$ cat src/rtl/nca_pkg.sv
// ----------------------------------------------------------------------------
// nca_pkg
// Shared sizes, codes and types of the nearest-centroid assigner.
// ----------------------------------------------------------------------------
package nca_pkg;

	// store geometry and number formats
	localparam int MAX_CLUSTERS = 16;
	localparam int MAX_DIMS     = 16;
	localparam int COORD_BITS   = 16;

	localparam int CIDX_W  = $clog2(MAX_CLUSTERS);
	localparam int DIDX_W  = $clog2(MAX_DIMS);
	localparam int NC_W    = $clog2(MAX_CLUSTERS + 1);
	localparam int ND_W    = $clog2(MAX_DIMS + 1);
	localparam int ADDR_W  = CIDX_W + DIDX_W;
	localparam int DIFF_W  = COORD_BITS + 1;
	localparam int SQ_W    = 2 * COORD_BITS;
	localparam int DIST_W  = SQ_W + DIDX_W;

	// field widths fixed by the interface
	localparam int CMD_W   = 2;
	localparam int CFG_W   = 5;
	localparam int CNT_W   = 24;
	localparam logic [CNT_W-1:0] CNT_MAX = {CNT_W{1'b1}};

	// queue between front and back
	localparam int QDEPTH  = 4;
	localparam int QPTR_W  = $clog2(QDEPTH);

	// command codes
	localparam logic [CMD_W-1:0] CMD_LOAD  = 2'd0;
	localparam logic [CMD_W-1:0] CMD_POINT = 2'd1;
	localparam logic [CMD_W-1:0] CMD_START = 2'd2;

	// configuration register indexes
	localparam logic CFG_NUM_CLUSTERS = 1'b0;
	localparam logic CFG_NUM_DIMS     = 1'b1;

	typedef enum logic [1:0] {
		K_LOAD,
		K_POINT,
		K_START,
		K_NOP
	} kind_t;

	// classified item in the queue
	typedef struct packed {
		kind_t                  kind;
		logic [CIDX_W-1:0]      cidx;
		logic [DIDX_W-1:0]      didx;
		logic [COORD_BITS-1:0]  coord;
		logic [CIDX_W-1:0]      prev;
	} item_t;

	typedef enum logic [1:0] {
		ST_IDLE,
		ST_SCAN,
		ST_DRAIN,
		ST_EMIT
	} state_t;

endpackage

$ cat src/rtl/nca_in_if.sv
// ----------------------------------------------------------------------------
// nca_in_if
// Input channel: command items with valid/ready handshake.
// ----------------------------------------------------------------------------
interface nca_in_if;
	import nca_pkg::*;

	logic                    valid;
	logic                    ready;
	logic [CMD_W-1:0]        command;
	logic [CIDX_W-1:0]       centroid_index;
	logic [DIDX_W-1:0]       dim_index;
	logic signed [COORD_BITS-1:0] coordinate;
	logic [CIDX_W-1:0]       previous_label;

	modport source (
		output valid, command, centroid_index, dim_index, coordinate, previous_label,
		input  ready
	);
	modport sink (
		input  valid, command, centroid_index, dim_index, coordinate, previous_label,
		output ready
	);
endinterface

$ cat src/rtl/nca_front.sv
// ----------------------------------------------------------------------------
// nca_front
// Accepts input items, decodes the command and queues them for the back end.
// ----------------------------------------------------------------------------
module nca_front (
	input  logic            clk,
	input  logic            arst_n,
	nca_in_if.sink          in_ch,
	output logic            q_valid,
	output nca_pkg::item_t  q_item,
	input  logic            q_pop
);
	import nca_pkg::*;

	item_t             fifo_q [QDEPTH];
	logic [QPTR_W-1:0] wr_ptr_q;
	logic [QPTR_W-1:0] rd_ptr_q;
	logic [QPTR_W:0]   count_q;
	item_t             item_in;
	logic              push;
	logic              pop;

	// classify the incoming command
	always_comb begin
		item_in.cidx  = in_ch.centroid_index;
		item_in.didx  = in_ch.dim_index;
		item_in.coord = in_ch.coordinate;
		item_in.prev  = in_ch.previous_label;
		case (in_ch.command)
			CMD_LOAD:  item_in.kind = K_LOAD;
			CMD_POINT: item_in.kind = K_POINT;
			CMD_START: item_in.kind = K_START;
			default:   item_in.kind = K_NOP;
		endcase
	end

	assign in_ch.ready = (count_q != (QPTR_W+1)'(QDEPTH));
	assign push        = in_ch.valid && in_ch.ready;
	assign q_valid     = (count_q != '0);
	assign pop         = q_pop && q_valid;
	assign q_item      = fifo_q[rd_ptr_q];

	// queue storage
	always_ff @(posedge clk) begin
		if (push) begin
			fifo_q[wr_ptr_q] <= item_in;
		end
	end

	// queue pointers
	always_ff @(posedge clk or negedge arst_n) begin
		if (!arst_n) begin
			wr_ptr_q <= '0;
			rd_ptr_q <= '0;
			count_q  <= '0;
		end else begin
			if (push) begin
				wr_ptr_q <= wr_ptr_q + 1'b1;
			end
			if (pop) begin
				rd_ptr_q <= rd_ptr_q + 1'b1;
			end
			case ({push, pop})
				2'b10:   count_q <= count_q + 1'b1;
				2'b01:   count_q <= count_q - 1'b1;
				default: count_q <= count_q;
			endcase
		end
	end

endmodule

$ cat src/flat_wrapper.sv
// flat-port wrapper written by rule: the top's interface ports become plain ports
module nca_front_flat import nca_pkg::*;
  (clk, arst_n, q_valid, q_item, q_pop, in_ch_valid, in_ch_command, in_ch_centroid_index, in_ch_dim_index, in_ch_coordinate, in_ch_previous_label, in_ch_ready);
  nca_in_if in_ch_i ();
  input  logic clk;
  input  logic arst_n;
  output logic q_valid;
  output nca_pkg::item_t q_item;
  input  logic q_pop;
  input wire logic [$bits(in_ch_i.valid)-1:0] in_ch_valid;
  input wire logic [$bits(in_ch_i.command)-1:0] in_ch_command;
  input wire logic [$bits(in_ch_i.centroid_index)-1:0] in_ch_centroid_index;
  input wire logic [$bits(in_ch_i.dim_index)-1:0] in_ch_dim_index;
  input wire logic [$bits(in_ch_i.coordinate)-1:0] in_ch_coordinate;
  input wire logic [$bits(in_ch_i.previous_label)-1:0] in_ch_previous_label;
  output wire logic [$bits(in_ch_i.ready)-1:0] in_ch_ready;
  assign in_ch_i.valid = in_ch_valid;
  assign in_ch_i.command = in_ch_command;
  assign in_ch_i.centroid_index = in_ch_centroid_index;
  assign in_ch_i.dim_index = in_ch_dim_index;
  assign in_ch_i.coordinate = in_ch_coordinate;
  assign in_ch_i.previous_label = in_ch_previous_label;
  assign in_ch_ready = in_ch_i.ready;
  nca_front u_core (.clk(clk), .arst_n(arst_n), .in_ch(in_ch_i), .q_valid(q_valid), .q_item(q_item), .q_pop(q_pop));
endmodule
$ cat config.mk
export PLATFORM = sky130hd
export DESIGN_NAME = nca_front_flat
export DESIGN_NICKNAME = d
export VERILOG_FILES = /design/src/rtl/nca_pkg.sv /design/src/rtl/nca_in_if.sv /design/src/rtl/nca_front.sv /design/src/flat_wrapper.sv
export SDC_FILE = /design/constraint.sdc
export NUM_CORES = 1
export LEC_CHECK = 0
export ABC_AREA = 0
export BUFFER_PORTS_ARGS = -buffer_cell sky130_fd_sc_hd__buf_4
export CORE_AREA = 2 2 113 115
export DETAILED_ROUTE_END_ITERATION = 7
export DIE_AREA = 0 0 115 117
export HOLD_SLACK_MARGIN = 0.06
export PLACE_DENSITY = 0.55
export SETUP_SLACK_MARGIN = 0.3
export SLEW_MARGIN = 0
export SYNTH_ARGS = -nofsm -noshare
export SYNTH_HDL_FRONTEND = slang
export SYNTH_SLANG_ARGS = --single-unit
$ cat constraint.sdc
create_clock -name clk -period 2.3 [get_ports clk]
set_input_delay 0.115 -clock clk [delete_from_list [all_inputs] [get_ports clk]]
set_output_delay 0.115 -clock clk [all_outputs]
set_load 0.005 [all_outputs]
==> metrics.yaml, run 1 <==
area_of_the_die_um2: 13460
detailroute.via_count: 2298
required_ps: 2640
cts.htree.levels: 4
cts_root_buf: "clkbuf_16"
use_met2: 0.2188
final_max_slew_viol_count: 0
number_of_buffers_created_by_cts: 17
synth-seq-area-share: 0.7947
initial_utilization: 0.3862
count_of_final_hold_check_violations: 0
gate_count_of_the_mapped_netlist: 196
floorplan.die.height_um: 117
place_inst: 405
grtUsageTotal: 0.1375
critical_path_class: "reg2reg"
floorplan.core_area_um2: 12310
worst_hold_path_type: "in2reg"
drt_wl_total_mm: 8.330
insertedDiodeCount: 0
pre_antenna_drt_iters: 4
cpMaxStageDelayCell: "or3b_4"
design_power_total_mw: 8.483
post-synth-top-count-cell: "edfxtp_1"
floorplan.die.width_um: 115
fillCellCount: 989
detail_route.drc_violations: 0
preCtsSetupSlack_ps: 245.2
rsz0062_at_grt: "true"
cts.sinks: 127
num-nets-final: 354
grt_pass1_vias: 2472
layoutNonFillerInstCount: 477
worst-slew-pin-transition_ps: 840.4
cts_max_path_buffers: 2
ir_drop_v: 0.0006668
count_of_routing_violations_after_the_opening_detailed_route_iteration: 119
synthDominantCellAreaShare: 0.7579
timing.final.setup_violations: 0
min_period_ps: 1958
estimated_wirelength_of_the_detail_placed_design_mm: 4.701
skew_ps: 6.586
synthArstFlopShare: 0.05512
tritoncts_clock_tree: "done"
timing.critical_path.fanout_max: 3
synthTopCellsByCount: "120 x edfxtp_1, 30 x mux4_2, 7 x dfrtp_1"
synth.area.top_cells: "edfxtp_1 76%, mux4_2 14%, dfrtp_1 3.7%"
synth.ff_latch_count: 127
finalSetupTns_ps: 0
first_pass_grt_wire_length_mm: 12.96
globalRouteMet3Util: 0.05149
post_synth.cell_area_avg_um2: 24.26
run_status: "finished, final reports clean"
grt_start_max_net_pins: 31
crit_path_end_kind: "flip-flop"
clk_pin_slew_ps: 50
insertion_delay_ps: 410
antenna_found_initial: 0
worst_relative_slew_slack: 0.4397
timing.critical_path.cells: "or3b_4 > and2_4 > inv_2 > ha_4 > inv_2 > fa_2 > xor2_1 > nor2_1 > xor2_1"
synth.net_count: 236
synth_area_leader_cell: "edfxtp_1"
final_instance_area_um2: 6470
max_freq_mhz: 510.6
routed_wire_length_per_instance_um: 17.46
pin_count: 66
critical_path.max_stage_delay_ps: 400
gp_routability_congestion: 0.6578
grt_overflow: 0
ys_dominant_reg_cell: "edfxtp_1"
worst_slack_setup_final_ps: 341.6
startpoint_class_of_the_critical_path: "flip-flop"
synth_enable_flop_cells: 120
rows: 41
drv_cap: 0
global_route.peak_usage_layer: "met2"
yosysWarnings: 0
ant_nets: 0
total_leakage_power_nw: 2.325
powerDensity_nw_per_um2: 1311
area_delta_synth_final_pct: 36.08
post_route_cells_drive_above_1_share: 0.4587
timing.critical_path.arrival_ps: 2290
final_min_period_over_clock_period: 0.8515
synth.lib_cells_used.distinct: 21
synth.cell_area_um2: 4755
placement.io_buffers: 65
met1_usage: 0.1607
via_per_inst: 4.818
dpl_cell_area_um2: 5440
==> where the power goes <==
part           internal (mW)  switching (mW)  total [mW]
clock network           1.92           0.957        2.88
logic                   1.33            1.05        2.38
registers               3.08           0.138        3.22
==> critical path, delay by kind of cell (launching register included) <==
kind	cells	cell delay [ps]
fa+ha+maj	2	440
flops	1	370
xor+xnor	2	310
buf+inv	2	90
simple gates	3	670
==> area by class of cell <==
cell class	instances	area [um^2]	area share
Tap cell	150	187.7	0.02901
Multi-Input combinational cell	54	925.9	0.1431
Clock inverter	14	214.0	0.03307
Timing Repair Buffer	108	909.6	0.1406
Inverter	6	22.52	0.003481
Clock buffer	18	429.2	0.06633
Sequential cell	127	3781	0.5844
==> cell usage in the layout, fill, tap and decap left out, types with 2 or more instances in the layout <==
cell           netlist  layout
mux4_2              30      30
inv_2                0       2
clkinv_4             0       2
inv_6                0       2
clkinv_2             0       2
and3_2               4       4
xnor2_1              3       3
dfrtp_2              0       2
inv_1                6       4
clkbuf_16            0      17
buf_4                1      73
dfrtp_1              7       5
xor2_1               3       3
edfxtp_1           120     120
clkinvlp_4           0       2
ha_1                 5       4
dlygate4sd3_1        0      33
bufinv_16            0       5
==> flip-flops by register name (all words and copies together), names as in the netlist <==
| register | count |
|---|---|
| u_core.rd_ptr_q | 2 |
| u_core.wr_ptr_q | 2 |
| u_core.fifo_q | 120 |
| u_core.count_q | 3 |
==> path summary, 6_finish.rpt <==
| kind | start | endpoint | slack [ps] | cells after the start |
|---|---|---|---|---|
| min | q_pop | u_core.rd_ptr_q[0] | 90 | 3 |
| max reg2reg | u_core.count_q[1] | u_core.count_q[2] | 340 | 9 |
| min in group asynchronous | arst_n | u_core.wr_ptr_q[1] | 660 | 3 |
| min reg2reg | u_core.count_q[2] | u_core.count_q[2] | 550 | 2 |
| max in group asynchronous | arst_n | u_core.rd_ptr_q[0] | 1370 | 3 |
| max | u_core.count_q[1] | u_core.count_q[2] | 340 | 9 |
==> repair_timing <==
item | CTS | global route
pin swaps | 1 | 5
setup endpoints to repair | 1 | 18
setup buffers | 4 | 3
endpoints found under the hold margin | 128 | 0
hold buffers | 33 | 0
resized for setup | 0 | 1
==> per-layer routing <==
layer  vias to the layer above  wire length, um  part of all wire
met4                         0              183             0.022
met5                         -                0                 0
met2                        72             4084              0.49
li1                       1048                -                 -
met3                        16              470             0.056
met1                      1162             3592              0.43
==> kinds of logic (layout without fill, tap and decap cells) <==
logic type      Yosys count  count (layout)  share of synthesized area
buf+inv                  15             146                    0.01369
xor+xnor                  6               6                    0.01105
simple gates              9               9                    0.01368
mux                      32              32                     0.1474
compound gates            1               1                   0.002105
flops                   127             127                     0.7947
fa+ha+maj                 6               6                    0.01737
==> metrics by stage <==
step                  util  hold slack (ps)
global route        0.5255            109.9
floorplan                -           -180.6
global placement    0.4419           -66.47
detailed placement  0.4419           -64.94
CTS                 0.5234            85.05
finish              0.5255            92.51
Note: power is estimated with default switching activity, not from simulation.
==> run 2: changes to the inputs <==
Settings changed: PLACE_DENSITY 0.55 to 0.57.
Clock period 2.3 ns to 1.6 ns, I/O delays scaled along.
==> run 2 against run 1 <==
  * Wire length increased by 8.6%
  * Power up 62%
  * Clock skew shrank 2.0 ps
  * Critical path depth is the same
  * Clock power up 40%
  * Non-clock buffer count up 36
  * Combinational power rose by 110%
  * Final area up 10%
  * Worst hold slack better by 7.3 ps
  * The flow now finishes with violations (negative setup slack)
  * Sequential power is 43% higher
==> metrics.yaml, run 2 (same netlist as run 1, synthesis figures left out) <==
required_ps: 1930  # -710 ps
final_min_period_over_clock_period: 1.220  # +0.3684
detailroute.via_count: 2459  # +7.0%
insertion_delay_ps: 410  # about the same
fillCellCount: 931  # -5.9%
insertedDiodeCount: 0  # unchanged
use_met2: 0.2302  # +0.01137
placement.io_buffers: 65  # unchanged
timing.critical_path.arrival_ps: 2290  # about the same
pre_antenna_drt_iters: 4  # unchanged
met1_usage: 0.1825  # +0.02182
gp_routability_congestion: 0.7037  # +7.0%
post_route_cells_drive_above_1_share: 0.5152  # +0.05644
grt_overflow: 0  # unchanged
cts.sinks: 127  # unchanged
top_flop_regs: "u_core.fifo_q x120, u_core.count_q x3"
layout.cells.most_common: "edfxtp_1"
rows: 41  # unchanged
routed_wire_length_per_instance_um: 17.63  # +0.95%
count_of_routing_violations_after_the_opening_detailed_route_iteration: 97  # -18%
cts.htree.levels: 4  # unchanged
critical_path_class: "reg2reg"
run_status: "finished, violations left"
rsz0062_at_grt: "true"
min_period_ps: 1952  # -6.561 ps
area_delta_synth_final_pct: 50.26
num-nets-final: 390  # +10%
globalRouteMet3Util: 0.05458  # +0.003090
first_pass_grt_wire_length_mm: 13.79  # +6.4%
violated_checks: "negative setup slack"
worst-slew-pin-transition_ps: 344.2  # -496.2 ps
drv_cap: 0  # unchanged
worst_relative_slew_slack: 0.7698  # +0.3301
global_route.peak_usage_layer: "met2"
floorplan.die.width_um: 115  # unchanged
initial_utilization: 0.3862  # unchanged
tritoncts_clock_tree: "done"
cts_max_path_buffers: 2  # unchanged
startpoint_class_of_the_critical_path: "flip-flop"
final_max_slew_viol_count: 0  # unchanged
commonest_cells_after_routing_fill_and_taps_aside: "120 x edfxtp_1, 52 x buf_6, 46 x buf_4, 32 x dlygate4sd3_1, 30 x mux4_2"
grt_pass1_vias: 2580  # +4.4%
total_leakage_power_nw: 2.642  # +14%
finalSetupTns_ps: -17520  # -17520 ps
worst_hold_path_type: "in2reg"
antenna_found_initial: 0  # unchanged
floorplan.core_area_um2: 12310  # unchanged
whs_ps: 99.81  # +7.294 ps
ant_nets: 0  # unchanged
skew_ps: 4.592  # -1.994 ps
count_of_final_hold_check_violations: 0  # unchanged
cts_root_buf: "clkbuf_16"
max_freq_mhz: 512.3  # +0.34%
powerDensity_nw_per_um2: 1922  # +47%
crit_path_end_kind: "flip-flop"
largest_register_ffs: 120  # unchanged
ir_drop_v: 0.001079  # +62%
clk_pin_slew_ps: 50  # about the same
timing.critical_path.fanout_max: 2  # -1
number_of_buffers_created_by_cts: 17  # unchanged
drt_wl_total_mm: 9.044  # +8.6%
area_of_the_die_um2: 13460  # unchanged
via_per_inst: 4.793  # -0.50%
pin_count: 66  # unchanged
estimated_wirelength_of_the_detail_placed_design_mm: 5.327  # +13%
grtUsageTotal: 0.1458  # +0.008259
detail_route.drc_violations: 0  # unchanged
worst_slack_setup_final_ps: -351.9  # -693.4 ps
floorplan.die.height_um: 117  # unchanged
timing.final.setup_violations: 156  # +156
grt_start_max_net_pins: 18  # -42%
largest_register: "u_core.fifo_q"
run 2: cell count changes in the layout (fill, tap and decap cells not counted), sizes merged:
cell	change
buf	+36
dlygate4sd3	-1
clkinv	+3
inv	-2
run 2: cell type report:
cell class | instances | area, um^2 | share of cell area
Inverter | 6 | 22.52 | 0.003152
Clock inverter | 15 | 198.9 | 0.02785
Sequential cell | 127 | 3781 | 0.5292
Timing Repair Buffer | 144 | 1567 | 0.2193
Clock buffer | 17 | 425.4 | 0.05954
Multi-Input combinational cell | 54 | 962.2 | 0.1347
Tap cell | 150 | 187.7 | 0.02627
run 2: stage by stage:
step           power (mW)  instance area, um^2  std cells    util  setup slack (ps)
5_1_grt             14.40                 7144        513  0.5803            -506.9
3_3_place_gp        8.444                 5693        427  0.4624            -317.8
3_5_place_dp        8.484                 5693        427  0.4624            -352.1
6_report            13.73                 7144        513  0.5803            -351.9
4_1_cts             13.51                 6960        504  0.5653            -357.6
2_1_floorplan       6.572                 4775        196       -            -379.6
run 2: worst paths after layout:
check,start,to,slack (ps),cells past startpoint
setup / recovery,u_core.count_q[0],u_core.count_q[2],-350,9
hold / removal,q_pop,u_core.rd_ptr_q[0],100,4
setup reg to reg,u_core.count_q[0],u_core.count_q[2],-350,9
hold reg to reg,u_core.count_q[2],u_core.count_q[2],570,2
max in group asynchronous,arst_n,u_core.rd_ptr_q[0],690,3
min in group asynchronous,arst_n,u_core.count_q[2],640,3
run 2: critical path, cell delays in order (launching register included):
cell and delay [ps]:
dfrtp_1 390, or3b_4 400, and2_4 150, inv_2 60, ha_4 130, inv_2 30
fa_2 320, xor2_1 140, nor2_1 120, xor2_1 140
run 2: where the power goes:
group	switching (mW)	internal (mW)
Sequential	0.191	4.42
Combinational	1.93	3.17
Clock	1.30	2.72
Total	3.42	10.3
run 2: what timing repair did:
action	in CTS	in global routing
pin swaps	3	9
cloned	4	1
buffers inserted	9	8
setup endpoints to repair	158	159
gates resized for setup	36	27
endpoints found under the hold margin	127	0
hold buffers	32	0
run 2: metal layers:
metal | routed length, um | vias up
met3 | 410 | 13
met4 | 135 | 0
met1 | 3931 | 1260
met2 | 4566 | 57
met5 | 0 | -
li1 | - | 1129
==> run 3: changes to the inputs <==
Settings changed: REMOVE_ABC_BUFFERS set to 1.
==> run 3 against run 2 <==
  * Clock skew increased by 6.4 ps
  * Via count about the same
  * First-iteration DRC count decreased by 9.3%
  * The flow still finishes with violations (negative setup slack)
  * Sequential share of layout area increased by 0.69 points
==> metrics.yaml, run 3 (same netlist as run 1, synthesis figures left out) <==
run_status: "finished, violations left"
violated_checks: "negative setup slack"
first_pass_grt_wire_length_mm: 13.78  # -0.10%
cts_root_buf: "clkbuf_16"
required_ps: 1930  # about the same
timing.critical_path.arrival_ps: 2280  # about the same
layout.cells.most_common: "edfxtp_1"
num-nets-final: 381  # -2.3%
worst_relative_slew_slack: 0.7662  # -0.003584
cts.htree.levels: 4  # unchanged
crit_path_end_kind: "flip-flop"
cts.sinks: 127  # unchanged
reg2reg_setup_slack_ps: -350  # about the same
grt_pass1_vias: 2497  # -3.2%
floorplan.die.height_um: 117  # unchanged
design_power_total_mw: 13.12  # -4.5%
ant_nets: 0  # unchanged
worst_hold_path_type: "in2reg"
routed_wire_length_per_instance_um: 18.42  # +4.5%
total_leakage_power_nw: 2.582  # -2.3%
largest_register_ffs: 120  # unchanged
initial_utilization: 0.3862  # unchanged
pre_antenna_drt_iters: 4  # unchanged
number_of_buffers_created_by_cts: 17  # unchanged
startpoint_class_of_the_critical_path: "flip-flop"
tritoncts_clock_tree: "done"
rsz0062_at_grt: "true"
critical_path_class: "reg2reg"
area_of_the_die_um2: 13460  # unchanged
detailroute.via_count: 2458  # -0.041%
cts_max_path_buffers: 2  # unchanged
final_min_period_over_clock_period: 1.217  # -0.002716
grt_start_max_net_pins: 18  # unchanged
final-seq-area_um2: 3781  # unchanged
estimated_wirelength_of_the_detail_placed_design_mm: 5.328  # about the same
cpMaxStageDelayCell: "or3b_4"
antenna_found_initial: 1  # +1
critical_path.max_stage_delay_ps: 400  # about the same
floorplan.core_area_um2: 12310  # unchanged
commonest_cells_after_routing_fill_and_taps_aside: "120 x edfxtp_1, 46 x buf_4, 36 x buf_6, 32 x dlygate4sd3_1, 30 x mux4_2"
via_per_inst: 4.867  # +1.5%
top_flop_regs: "u_core.fifo_q x120, u_core.count_q x3"
worst-slew-pin-transition_ps: 349.6  # +5.357 ps
detail_route.drc_violations: 0  # unchanged
grt_overflow: 0  # unchanged
timing.final.setup_violations: 153  # -1.9%
clk_pin_slew_ps: 60  # about the same
gp_routability_congestion: 0.7169  # +1.9%
count_of_routing_violations_after_the_opening_detailed_route_iteration: 88  # -9.3%
post-route-util: 0.5728  # -0.007521
placement.io_buffers: 65  # unchanged
drt_wl_total_mm: 9.302  # +2.9%
rows: 41  # unchanged
min_period_ps: 1948  # -4.345 ps
timing.critical_path.fanout_max: 2  # unchanged
multi_input_comb_area_um2: 950.9  # -1.2%
area_delta_synth_final_pct: 48.32
largest_register: "u_core.fifo_q"
final_instance_area_um2: 7052  # -1.3%
fillCellCount: 939  # +0.86%
worst_slack_setup_final_ps: -347.5  # +4.345 ps
post_route_cells_drive_above_1_share: 0.4944  # -0.02080
max_freq_mhz: 513.5  # +0.22%
preCtsSetupSlack_ps: -469.5  # -117.4 ps
timing.critical_path.cells: "or3b_4 > and2_4 > inv_4 > ha_4 > inv_2 > fa_2 > xor2_1 > nor2_1 > xor2_1"
pin_count: 66  # unchanged
powerDensity_nw_per_um2: 1861  # -3.2%
insertion_delay_ps: 400  # about the same
grtUsageTotal: 0.1446  # -0.001129
count_of_final_hold_check_violations: 0  # unchanged
dpl_cell_area_um2: 5653  # -0.70%
drv_cap: 0  # unchanged
skew_ps: 10.99  # +6.397 ps
crit_buf_inv: 2  # unchanged
ir_drop_v: 0.0008512  # -21%
floorplan.die.width_um: 115  # unchanged
crit_family: "simple AND/OR/NAND/NOR gates"
final_max_slew_viol_count: 0  # unchanged
critical-path-top-cell-by-count: "xor2_1"
[run 3: cell types whose count changed in the layout (fill, tap and decap cells not counted), moves of 2 or more]
cell | previous run | this run
bufbuf_16 | 0 | 3
clkbuf_1 | 0 | 7
bufinv_16 | 5 | 1
buf_6 | 52 | 36
buf_12 | 9 | 11
clkinv_1 | 5 | 0
clkbuf_16 | 18 | 20
[run 3: worst register-to-register path: cells and delay by family (launching register included)]
kind | cells | cell delay (ps)
simple gates | 3 | 670
fa+ha+maj | 2 | 450
flops | 1 | 380
xor+xnor | 2 | 280
buf+inv | 2 | 80
[run 3: layout make-up]
class	count	area share
antenna	1	0.0003549
clock buffer	25	0.06600
clock inverter	7	0.009226
inverter	6	0.003549
multi-input combinational	54	0.1348
sequential	127	0.5362
tap	150	0.02661
timing repair buffer	135	0.2232
[run 3: power breakdown]
| group | internal [mW] | switching [mW] | total, mW | leakage, nW |
|---|---|---|---|---|
| logic | 3.18 | 1.90 | 5.08 | 1.15 |
| registers | 4.42 | 0.197 | 4.62 | 1.18 |
| clock network | 2.16 | 1.27 | 3.43 | 0.255 |
| total | 9.76 | 3.36 | 13.1 | 2.58 |
[run 3: repair_timing]
item | 4_1_cts | 5_1_grt
setup endpoints to repair | 159 | 159
hold endpoints to repair | 127 | 0
setup buffers | 4 | 4
hold buffers | 32 | 0
pin swaps | 4 | 5
cloned | 7 | 3
resized for setup | 45 | 6
[run 3: path summary, 6_finish.rpt]
path / startpoint / end / depth (start not counted)
worst max-delay path: u_core.count_q[1] / u_core.count_q[2] / 9
worst min-delay path: q_pop / u_core.count_q[0] / 4
worst max register to register: u_core.count_q[1] / u_core.count_q[2] / 9
worst min register to register: u_core.count_q[2] / u_core.count_q[2] / 2
max in group asynchronous: arst_n / u_core.rd_ptr_q[0] / 3
min in group asynchronous: arst_n / u_core.count_q[0] / 3
[run 3: routing by layer]
metal | vias to the layer above | wire, um | GRT usage
li1 | 1115 | - | -
met1 | 1277 | 4317 | 0.1920
met2 | 58 | 4549 | 0.2278
met3 | 8 | 328 | 0.04789
met4 | 0 | 106 | 0.04819
met5 | - | 0 | 0
[run 3: stage by stage]
stage	setup TNS (ps)	instances	hold WS (ps)
2_1_floorplan	-15540	187	-215.6
3_3_place_gp	-621.7	422	-98.90
3_5_place_dp	-1651	422	-95.60
4_1_cts	-14740	497	108.6
5_1_grt	-28660	505	172.7
6_report	-22320	505	168.9
